--- src/pti_pkg.sv ---
// Package: request types and controller/datapath command and status structs.
`timescale 1ns / 1ps
`default_nettype none
package pti_pkg;

    localparam int OUT_W = 13;

    typedef struct packed {
        logic [4:0] symbol;
        logic       restart;
    } t_in_req;

    typedef struct packed {
        logic [OUT_W-1:0] suffix_node;
        logic [OUT_W-1:0] suffix_length;
        logic [OUT_W-1:0] suffix_count;
        logic             created;
        logic             overflow;
    } t_out_req;

    typedef struct packed {
        logic clear;
        logic start;
        logic rd_node_x;
        logic rd_node_child;
        logic step;
        logic found;
        logic rd_text;
        logic rd_edge;
        logic begin2;
        logic out_exist;
        logic create;
        logic emit;
    } t_cmd;

    typedef struct packed {
        logic clr_done;
        logic start_ovf;
        logic x_odd;
        logic j_neg;
        logic text_eq;
        logic child_ok;
        logic out_free;
    } t_sts;

endpackage
`default_nettype wire

--- src/pti_ctrl.sv ---
// Controller: sequences the suffix-link walks, edge lookup and node creation.
`timescale 1ns / 1ps
`default_nettype none
module pti_ctrl (
    input  wire logic          i_clk,
    input  wire logic          i_rst_n,
    input  wire logic          i_in_valid,
    input  wire pti_pkg::t_sts i_sts,
    output pti_pkg::t_cmd      o_cmd,
    output logic               o_in_stall
);
    typedef enum logic [8:0] {
        S_CLEAR = 9'b000000001,
        S_IDLE  = 9'b000000010,
        S_NRD   = 9'b000000100,
        S_NCHK  = 9'b000001000,
        S_TCMP  = 9'b000010000,
        S_ERD   = 9'b000100000,
        S_CRD   = 9'b001000000,
        S_CCHK  = 9'b010000000,
        S_DONE  = 9'b100000000
    } t_state;

    t_state r_state, n_state;
    logic   r_walk2, n_walk2;

    always_ff @(posedge i_clk) begin
        if (!i_rst_n) begin
            r_state <= S_CLEAR;
            r_walk2 <= 1'b0;
        end else begin
            r_state <= n_state;
            r_walk2 <= n_walk2;
        end
    end

    assign o_in_stall = (r_state != S_IDLE);

    always_comb begin
        n_state = r_state;
        n_walk2 = r_walk2;
        o_cmd   = '0;
        case (r_state)
            S_CLEAR: begin
                o_cmd.clear = 1'b1;
                if (i_sts.clr_done) n_state = S_IDLE;
            end
            S_IDLE: begin
                if (i_in_valid) begin
                    o_cmd.start = 1'b1;
                    n_walk2     = 1'b0;
                    n_state     = i_sts.start_ovf ? S_DONE : S_NRD;
                end
            end
            S_NRD: begin
                o_cmd.rd_node_x = 1'b1;
                n_state = S_NCHK;
            end
            S_NCHK: begin
                if (i_sts.x_odd) begin
                    o_cmd.found = !r_walk2;
                    n_state = S_ERD;
                end else if (i_sts.j_neg) begin
                    o_cmd.step = 1'b1;
                    n_state = S_NRD;
                end else begin
                    o_cmd.rd_text = 1'b1;
                    n_state = S_TCMP;
                end
            end
            S_TCMP: begin
                if (i_sts.text_eq) begin
                    o_cmd.found = !r_walk2;
                    n_state = S_ERD;
                end else begin
                    o_cmd.step = 1'b1;
                    n_state = S_NRD;
                end
            end
            S_ERD: begin
                o_cmd.rd_edge = 1'b1;
                n_state = S_CRD;
            end
            S_CRD: begin
                o_cmd.rd_node_child = 1'b1;
                n_state = S_CCHK;
            end
            S_CCHK: begin
                if (r_walk2) begin
                    o_cmd.create = 1'b1;
                    n_state = S_DONE;
                end else if (i_sts.child_ok) begin
                    o_cmd.out_exist = 1'b1;
                    n_state = S_DONE;
                end else begin
                    o_cmd.begin2 = 1'b1;
                    n_walk2 = 1'b1;
                    n_state = S_NRD;
                end
            end
            S_DONE: begin
                if (i_sts.out_free) begin
                    o_cmd.emit = 1'b1;
                    n_state = S_IDLE;
                end
            end
            default: n_state = S_CLEAR;
        endcase
    end
endmodule
`default_nettype wire

--- config.mk ---
export PLATFORM = sky130hd
export DESIGN_NAME = pti_ctrl
export DESIGN_NICKNAME = d
export VERILOG_FILES = /design/src/pti_pkg.sv /design/src/pti_ctrl.sv
export SDC_FILE = /design/constraint.sdc
export NUM_CORES = 1
export LEC_CHECK = 0
export BUFFER_PORTS_ARGS = -buffer_cell sky130_fd_sc_hd__buf_2
export CORE_ASPECT_RATIO = 1.2
export CORE_MARGIN = 2
export CORE_UTILIZATION = 25
export CTS_CLUSTER_DIAMETER = 200
export DETAILED_ROUTE_END_ITERATION = 8
export GPL_TIMING_DRIVEN = 0
export SLEW_MARGIN = 20
export SYNTH_ARGS = -nofsm -noshare
export SYNTH_HDL_FRONTEND = slang
export SYNTH_SLANG_ARGS = --single-unit
--- constraint.sdc ---
create_clock -name i_clk -period 1.7 [get_ports i_clk]
set_clock_uncertainty 0.2 [all_clocks]
set_input_delay 0 -clock i_clk [delete_from_list [all_inputs] [get_ports i_clk]]
set_output_delay 0 -clock i_clk [all_outputs]
set_load 0.02 [all_outputs]
# Word-level counts from Yosys, hierarchy flattened
# Cells that the tools add are included.
# W data, S select, Z words.
word_totals:
  ff_bits: 10
  inputBits: 10
  output_inout_bits: 13
  elab_cells: 54
classes:
  n_eq_ne: 13
  muxes: 35
  n_reduce_logical: 4
op_table:
  columns: ["op", "count"]
  rows:
  - ["$pmux W9 S9", 1]
  - ["$mux W9", 7]
  - ["$mux W1", 21]
  - ["$eq A9 B1 Y1 const B", 1]
  - ["$eq A9 B2 Y1 const B", 1]
  - ["$eq A9 B3 Y1 const B", 1]
  - ["$eq A9 B4 Y1 const B", 1]
  - ["$eq A9 B5 Y1 const B", 1]
  - ["$eq A9 B6 Y1 const B", 1]
  - ["$eq A9 B7 Y1 const B", 1]
  - ["$eq A9 B8 Y1 const B", 1]
  - ["$eq A9 B9 Y1 const B", 1]
  - ["$ne A9 B2 Y1 const B", 1]
  - ["$mux W6", 1]
  - ["$ne A2 B2 Y1 const B", 3]
  - ["$mux W5", 1]
  - ["$pmux W2 S2", 1]
  - ["$mux W3", 1]
  - ["$reduce_and A3 Y1", 1]
  - ["$mux W2", 1]
  - ["$pmux W1 S2", 1]
  - ["$reduce_and A2 Y1", 1]
  - ["$reduce_bool A2 Y1", 1]
  - ["$logic_not A1 Y1", 1]

# Logic depth before layout (Yosys ltp)
# Gate-level depths: netlist (run 1).
logic_depth:
  word_depth: 3
  depth_mapped: 5
  mapped_depth_nobuf: 4

# Worst setup path after synthesis (run 1)
# No wires, ideal clock.
synth_path:
  kind: "register to register"
  start: "register r_state[0]"
  end: "register r_state[2]"
  setup_time_ns: 0.062
  arrival_time_ns: 1.791
  required_time_ns: 1.438
  path_slack_ns: -0.353
  path_stages_with_launch: 5
  n_path_buf: 0
  synth_period_minus_slack_ns: 2.053
  cell_sequence: "dfxtp_1 > nor3_2 > nand3_1 > nor4_1 > o311a_1"
synth_between:
  elab_chain_cells: 3
  word_cells_on_any_way: 14
  cone_classes: "12 x eq/ne; 1 x mux; 1 x reduce/logical"
synth_lines:
  columns: ["element", "line", "source"]
  rows:
  - ["start: declaration", "pti_ctrl.sv:24", "t_state r_state, n_state;"]
  - ["start signal: assignment", "pti_ctrl.sv:32", "r_state <= n_state;"]
  - ["$eq A9 B1 Y1 (tied with other cells)", "pti_ctrl.sv:43", "case (r_state)"]
  - ["$ne A2 B2 Y1 (no source line)", null, null]
  - ["$reduce_and A3 Y1 (no source line)", null, null]
# Parallel ways exist; a longest one is shown, timed or not.
# A chain may end at the register's enable or synchronous reset.

==> results of run 1 <==
report_power, final:
| part | switching [mW] | total [mW] | leakage (nW) | internal [mW] |
|---|---|---|---|---|
| Combinational | 0.347 | 0.642 | 0.413 | 0.295 |
| Sequential | 0.0561 | 0.333 | 0.0835 | 0.277 |
| Clock | 0.0899 | 0.220 | 0.0210 | 0.130 |
layer usage:
| layer | vias to the layer above | GRT usage, % |
|---|---|---|
| met5 | - | 0 |
| met4 | 0 | 5.77 |
| met3 | 7 | 1.42 |
| met2 | 29 | 25.8 |
| met1 | 406 | 15.6 |
| li1 | 435 | - |
kinds of logic after synthesis:
logic type	synth area share, %
buf+inv	5.10
flops	27.2
simple gates	43.7
xor+xnor	1.19
compound gates	22.8
through the flow:
stage / std cells / cell area [um2] / total power, mW
final: 167 / 1190 / 1.20
after global routing: 167 / 1190 / 1.28
after CTS: 165 / 1140 / 1.13
after detailed placement: 148 / 932 / 0.855
after global placement: 148 / 932 / 0.840
after floorplan: 92 / 779 / 0.722
layout by cell type, fill, tap and decap left out, types with 4 or more instances in the layout:
cell type      instances
dlygate4sd3_1          8
dfxtp_1                5
nor3_1                 4
inv_1                  7
nor2b_1                4
nor2_1                 5
buf_2                 16
o21ai_0                4
nor4_2                 4
buf_4                 11
nor3b_1                4
cell type report:
class | count | area, um2
fill | 277 | 1620
multi-input combinational | 72 | 593
timing repair buffer | 37 | 265
sequential | 10 | 214
tap | 34 | 42.5
clock buffer | 4 | 36.3
inverter | 7 | 26.3
buffer | 3 | 13.8
worst register-to-register path, cell delays in order (launching register included):
cell	delay (ns)
dfxtp_4	0.37
or4_4	0.56
nor4_4	0.21
buf_4	0.18
a21oi_2	0.05
o21a_1	0.16
flip-flops by register name (all words and copies together), names as in the netlist:
register  flops
r_state       9
r_walk2       1
timing repair:
action	4_1_cts	5_1_grt
buffers inserted	5	2
pin swaps	7	8
hold buffers	8	0
gates resized for setup	17	12
endpoints found under the setup margin	21	22
hold endpoints to repair	10	0
path summary, 6_finish.rpt:
path,to,slack (ns),depth (start not counted)
max,o_cmd[10],-0.22,4
min,r_state[1],0.05,5
max reg2reg,r_walk2,-0.13,5
min reg2reg,r_state[0],0.49,3
==> impl_metrics.yaml, run 1 <==
outcome:
  status: "finished, violations left"
  violations: "setup timing"
detailed_routing:
  drt-total-wl_mm: 2.24
  wl_met1_um: 909
  first_pass_iters: 4
  postRouteAntennaNets: 0
  post_drt_wl_per_cell_um: 13.4
  met2_length_mm: 1.17
  post_drt_via_cell_ratio: 5.25
  drt_iter0_drc: 22
  drc: 0
  vias: 877
  route.met3.wl_um: 102
  top_layer_used: "met4"
layout:
  fin_nets: 144
  num_antenna_cells: 0
  utilization_pct: 42.4
  area_growth_pct: 61.9
  drive_gt1_share_pct: 43.6
grt:
  grt_use_total_pct: 14.0
  grt_antenna_before_repair: 0
  grt_overflow: 0
  grt_pass1_wl_mm: 3.57
  grt_max_degree: 11
  grt_pass1_vias: 811
setup_path:
  cp_slowest_cell: "or4_4"
  crit_start: "r_state[7]"
  cp.arrival_ns: 1.72
  r2r-start: "r_state[7]"
  start_kind: "register"
  cp.required_ns: 1.50
  path_class: "register to output port"
  worstPathCellList: "or4_4 > nor4_4 > and2_1 > buf_6"
  crit_fanout: 5
  crit_family: "simple AND/OR/NAND/NOR gates"
  max_stage_delay_ns: 0.55
  worst-path-buf-inv: 1
  end_kind: "output port"
timing:
  setup_tns_ns: -2.45
  timing.fmax_mhz: 522
  relSlewSlack_pct: 73.1
  setup_violations: 19
  rsz0062_at_grt: "true"
  holdWs_ns: 0.0468
  period_share_pct: 113
  fin_ws_ns: -0.216
  hold_violations: 0
  min_period_ns: 1.92
  worst_pin_slew_ns: 0.402
  slew_violations: 0
pwr:
  p_leak_nw: 0.518
  ir_worst_vdd_mv: 0.519
  power_per_cell_area_nw_per_um2: 1000
clocking:
  htree_levels: 1
  path_clk_slew_ns: 0.07
  numCtsBuffers: 3
  clkLatencyLatePin_ns: 0.27
  cts_tree: "built"
  cts.sinks: 10
  cts_root_buf: "clkbuf_4"
  clock_path_buffers: 2
yosys:
  ys_top_cells_by_count: "dfxtp_1 (10), inv_1 (7), nor3_1 (6), nor2_1 (5), nor4_1 (5)"
  avgSynthCellArea_um2: 8.00
  yosysTopAreaCellShare_pct: 27.2
  yosysTopAreaCell: "dfxtp_1"
  async_flop_share_pct: 0
  synth_area_leaders: "dfxtp_1 (27%), nor4_1 (4.3%), nor3_1 (4.1%)"
  ys_warn_count: 0
  synth_edf_count: 0
  synth_most_common_cell: "dfxtp_1"
  synth.distinct_cells: 43
  synthesis.nets: 102
  synth-seq-area-share_pct: 27.2
  netlist_area_um2: 736
  synth-seq-cells: 10
  ys.flop_type: "dfxtp_1"
  syn_inst: 92
die:
  fp.coreArea_um2: 2810
  boundaryPins: 23
  fp.dieW_um: 53.5
  die_height_um: 63.4
  initial_core_util_pct: 26.2
  rows: 21
  die_area_um2: 3390
placement:
  dp_slack_ns: -0.218
  dp_hpwl_mm: 1.52
  numPortBuffers: 22
  gp_congestion: 0.796
min_path:
  hold_class: "primary input to register"
  hp-start: "i_sts[0]"
run:
  maxCapViolCount: 0
Power figures use the tool's default switching activity.
==> inputs of run 2 (changes only) <==
--- a/config.mk
+++ b/config.mk
@@ -12,6 +12,7 @@
 export CTS_CLUSTER_DIAMETER = 200
 export DETAILED_ROUTE_END_ITERATION = 8
 export GPL_TIMING_DRIVEN = 0
+export HOLD_SLACK_MARGIN = 0.05
 export SLEW_MARGIN = 20
 export SYNTH_ARGS = -nofsm -noshare
 export SYNTH_HDL_FRONTEND = slang
==> constraint.sdc (replaced) <==
create_clock -name i_clk -period 1.6 [get_ports i_clk]
set_clock_uncertainty 0.2 [all_clocks]
set_input_delay 0 -clock i_clk [delete_from_list [all_inputs] [get_ports i_clk]]
set_output_delay 0 -clock i_clk [all_outputs]
set_load 0.02 [all_outputs]
==> impl_metrics.yaml, run 2 (synthesized netlist as in run 1, its figures left out) <==
outcome:
  status: "finished, violations left"
  violations: "setup timing"
pwr:
  power_mw: 1.56
  ir_worst_vdd_mv: 0.616
  power_per_cell_area_nw_per_um2: 1080
  p_leak_nw: 0.595
layout:
  num_antenna_cells: 0
  regMostFlops: "r_state"
  area_growth_pct: 95.6
  n_fill_cell: 251
  fin_cells: 176
  final_cell_mix: "buf_4 (19), buf_2 (12), dlygate4sd3_1 (8), buf_6 (8), inv_1 (7)"
  largest_register_ffs: 9
  reg.largest.list: "r_state (9), r_walk2 (1)"
  fin_nets: 153
  drive_gt1_share_pct: 56.3
  layout_commonest_cell: "buf_4"
grt:
  grt_use_total_pct: 13.9
  grt_antenna_before_repair: 0
  grt_pass1_vias: 812
  grt_overflow: 0
  grt_max_degree: 11
  grt_pass1_wl_mm: 3.59
die:
  die_height_um: 63.4
  rows: 21
  die_area_um2: 3390
  boundaryPins: 23
  initial_core_util_pct: 26.2
  fp.coreArea_um2: 2810
  fp.dieW_um: 53.5
timing:
  worst_pin_slew_ns: 0.448
  rsz0062_at_grt: "true"
  timing.fmax_mhz: 500
  setup_tns_ns: -5.29
  hold_violations: 0
  fin_ws_ns: -0.399
  relSlewSlack_pct: 70.1
  setup_violations: 22
  slew_violations: 0
  min_period_ns: 2.00
  period_share_pct: 125
clocking:
  htree_levels: 1
  path_clk_slew_ns: 0.08
  clkLatencyLatePin_ns: 0.28
  cts.sinks: 10
  numCtsBuffers: 3
  clock_path_buffers: 2
  cts_tree: "built"
  cts_root_buf: "clkbuf_4"
setup_path:
  crit_fanout: 5
  max_stage_delay_ns: 0.56
  end_kind: "output port"
  worst-r2r-cell-count: 8
  worst-path-stages: 4
  cp.arrival_ns: 1.80
  crit_family: "simple AND/OR/NAND/NOR gates"
  start_kind: "register"
  cp_slowest_cell: "or4_4"
  cp.required_ns: 1.40
  worst-path-buf-inv: 1
  worstPathCellList: "or4_4 > nor4_4 > and2_4 > buf_6"
  path_class: "register to output port"
detailed_routing:
  drc: 0
  postRouteAntennaNets: 0
  drt_iter0_drc: 27
  first_pass_iters: 4
  post_drt_via_cell_ratio: 5.41
  drt-total-wl_mm: 2.66
  post_drt_wl_per_cell_um: 15.1
  vias: 953
min_path:
  hold_class: "primary input to register"
  hold_path_depth: 5
run:
  maxCapViolCount: 0
placement:
  dp.cells: 148
  dp_hpwl_mm: 1.51
  gp_congestion: 0.782
  numPortBuffers: 22
## run 2: final timing paths
path | start | to | slack, ns
worst max-delay path | r_state[7] | o_cmd[10] | -0.40
worst min-delay path | i_sts[0] | r_state[1] | 0.03
worst max register to register | r_state[0] | r_state[2] | -0.26
worst min register to register | r_walk2 | r_walk2 | 0.56
## run 2: through the flow
step	hold WS (ns)	setup WS [ns]	area, um2	util [%]
2_1_floorplan	-0.167	-0.194	798	-
3_3_place_gp	0.0700	-0.188	951	33.8
3_5_place_dp	0.0722	-0.208	951	33.8
4_1_cts	0.0525	-0.382	1150	40.9
5_1_grt	0.115	-0.461	1440	51.2
6_report	0.0251	-0.399	1440	51.2
## run 2: area by class of cell
type | instances | area (um2) | area share [%]
plain buffers | 3 | 15.0 | 1.04
clock buffers | 4 | 36.3 | 2.52
inverters | 7 | 26.3 | 1.83
multi-input cells | 72 | 732 | 50.9
flip-flops and latches | 10 | 219 | 15.2
well taps | 34 | 42.5 | 2.96
repair buffers | 46 | 368 | 25.6
## run 2: report_power, final
part	switching (mW)	leakage, nW	internal, mW
Clock	0.103	0.0210	0.139
Combinational	0.495	0.489	0.476
Sequential	0.0488	0.0849	0.299
Total	0.646	0.595	0.913
## run 2: metal layers
metal  track usage, %  up-vias  share of wire [%]
met5                0        -                  0
met4             5.77        0                1.5
met3             1.42        5                4.5
met2             24.1       34                 55
met1             16.7      462                 39
li1                 -      452                  -
## run 2: repair_timing
action                                  in CTS  in global routing
endpoints found under the setup margin      22                 23
resized for setup                           16                 47
cloned                                       0                  0
hold buffers                                 8                  0
pin swaps                                    7                 13
endpoints found under the hold margin       10                  0
buffers inserted                             5                 12
## run 2: tightest hold or removal path: stages
cell	delay (ns)
buf_2	0.11
nor3b_2	0.04
a21oi_1	0.11
o21ai_1	0.07
nor3_1	0.11
==> inputs of run 3 (changes only) <==
--- a/config.mk
+++ b/config.mk
@@ -5,14 +5,16 @@
 export SDC_FILE = /design/constraint.sdc
 export NUM_CORES = 1
 export LEC_CHECK = 0
+export ABC_AREA = 1
 export BUFFER_PORTS_ARGS = -buffer_cell sky130_fd_sc_hd__buf_2
 export CORE_ASPECT_RATIO = 1.2
 export CORE_MARGIN = 2
-export CORE_UTILIZATION = 25
+export CORE_UTILIZATION = 45
 export CTS_CLUSTER_DIAMETER = 200
 export DETAILED_ROUTE_END_ITERATION = 8
 export GPL_TIMING_DRIVEN = 0
 export HOLD_SLACK_MARGIN = 0.05
+export PLACE_DENSITY = 0.74
 export SLEW_MARGIN = 20
 export SYNTH_ARGS = -nofsm -noshare
 export SYNTH_HDL_FRONTEND = slang
==> impl_metrics.yaml, run 3 <==
detailed_routing:
  vias: 927
  first_pass_iters: 5
  postRouteAntennaNets: 0
  drt_iter0_drc: 17
  drt-total-wl_mm: 2.17
  post_drt_wl_per_cell_um: 11.5
  drc: 0
  post_drt_via_cell_ratio: 4.93
clocking:
  clkLatencyLatePin_ns: 0.28
  cts_tree: "built"
  path_clk_slew_ns: 0.07
  cts_root_buf: "clkbuf_4"
  htree_levels: 1
  clock_path_buffers: 2
  cts.sinks: 10
  numCtsBuffers: 3
outcome:
  status: "finished, violations left"
  violations: "setup timing"
timing:
  hold_violations: 0
  timing.fmax_mhz: 596
  worst_pin_slew_ns: 0.293
  period_share_pct: 105
  rsz0062_at_grt: "true"
  fin_ws_ns: -0.0774
  slew_violations: 0
  setup_violations: 13
  min_period_ns: 1.68
  relSlewSlack_pct: 80.4
layout:
  drive_gt1_share_pct: 43.5
  final_cell_mix: "inv_1 (25), buf_4 (18), nand2_1 (17), nor2_1 (17), buf_2 (13)"
  largest_register_ffs: 9
  num_antenna_cells: 0
  layout_commonest_cell: "inv_1"
  fin_nets: 181
  utilization_pct: 75.3
  final_cell_area_um2: 1220
  regMostFlops: "r_state"
  reg.largest.list: "r_state (9), r_walk2 (1)"
  area_growth_pct: 59.2
yosys:
  async_flop_share_pct: 0
  yosysTopAreaCellShare_pct: 26.1
  avgSynthCellArea_um2: 6.29
  ys.flop_type: "dfxtp_1"
  synthesis.nets: 132
  ys_warn_count: 0
  synth-seq-area-share_pct: 26.1
  yosysTopAreaCell: "dfxtp_1"
  ys_top_cells_by_count: "inv_1 (25), nand2_1 (22), nor2_1 (18), nand3_1 (12), dfxtp_1 (10)"
  synth_area_leaders: "dfxtp_1 (26%), inv_1 (12%), nand2_1 (11%)"
  synth_edf_count: 0
  synth_most_common_cell: "inv_1"
  synth-seq-cells: 10
  syn_inst: 122
  netlist_area_um2: 767
  synth.distinct_cells: 20
die:
  die_height_um: 49.2
  fp.coreArea_um2: 1620
  boundaryPins: 23
  initial_core_util_pct: 47.3
  fp.dieW_um: 41.7
  rows: 16
  die_area_um2: 2050
placement:
  dp_hpwl_mm: 1.38
  gp_congestion: 0.815
  numPortBuffers: 22
  postPlaceCellArea_um2: 900
run:
  maxCapViolCount: 0
min_path:
  hold_class: "primary input to register"
pwr:
  p_leak_nw: 0.658
  power_mw: 1.39
  power_per_cell_area_nw_per_um2: 1140
  ir_worst_vdd_mv: 0.785
setup_path:
  regToRegSetupSlack_ns: -0.07
  start_kind: "register"
  cp.required_ns: 1.40
  crit_fanout: 8
  end_kind: "output port"
  path_class: "register to output port"
  cp.arrival_ns: 1.48
grt:
  grt_pass1_vias: 838
  grt_use_total_pct: 21.5
  grt_overflow: 0
  grt_max_degree: 9
  grt_antenna_before_repair: 0
  grt_pass1_wl_mm: 3.44
-- run 3: metrics by stage --
stage / std cells / setup TNS, ns / setup slack [ns] / hold slack, ns
floorplan: 122 / 0 / 0.107 / -0.0772
global placement: 162 / 0 / 0.0717 / 0.0592
detailed placement: 162 / 0 / 0.0659 / 0.0648
CTS: 183 / -0.275 / -0.0650 / 0.0507
global route: 188 / -1.97 / -0.176 / 0.0957
finish: 188 / -0.525 / -0.0774 / 0.0297
-- run 3: path summary, 6_finish.rpt --
path	startpoint	endpoint	cells after the start
max	r_state[1]	o_cmd[6]	7
max reg2reg	r_state[4]	r_state[8]	9
min	i_sts[0]	r_state[3]	5
min reg2reg	r_state[6]	r_state[7]	2
-- run 3: area by class of cell --
class                           instances  area [um2]
Tap cell                               18        22.5
Multi-Input combinational cell         86         508
Timing Repair Buffer                   44         345
Fill cell                             122         400
Inverter                               26        97.6
Clock buffer                            4        36.3
Sequential cell                        10         211
-- run 3: critical path: stages, from the launching register on --
cell and delay, ns:
dfxtp_4 0.35, nor2_4 0.15, nand2_2 0.09, nor2_4 0.19, nand3_2 0.12, nand2_1 0.10
a21oi_2 0.04, buf_4 0.15
-- run 3: what timing repair did --
action / CTS / global route
setup buffers: 9 / 5
pin swaps: 7 / 8
resized for setup: 19 / 13
endpoints found under the hold margin: 10 / 0
endpoints found under the setup margin: 9 / 14
hold buffers: 8 / 0
-- run 3: power by group --
part / switching, mW / internal, mW
Sequential: 0.0457 / 0.294
Clock: 0.106 / 0.138
Combinational: 0.429 / 0.382
Total: 0.580 / 0.814
-- run 3: metal layers --
layer / vias up / routed length (um) / GRT usage [%]
met1: 420 / 887 / 25.6
met2: 29 / 1150 / 39.1
met3: 4 / 95 / 2.96
met4: 0 / 30 / 6.45
li1: 474 / - / -
met5: - / 0 / 0
-- run 3: cell families (layout without fill, tap and decap cells) --
| kind of cell | count (synthesis) | count (layout) | share of synthesized area [%] |
|---|---|---|---|
| AOI/OAI and AO/OA | 8 | 8 | 5.55 |
| and+or+nand+nor | 78 | 78 | 55.6 |
| DFF | 10 | 10 | 26.1 |
| buffers and inverters | 26 | 74 | 12.7 |
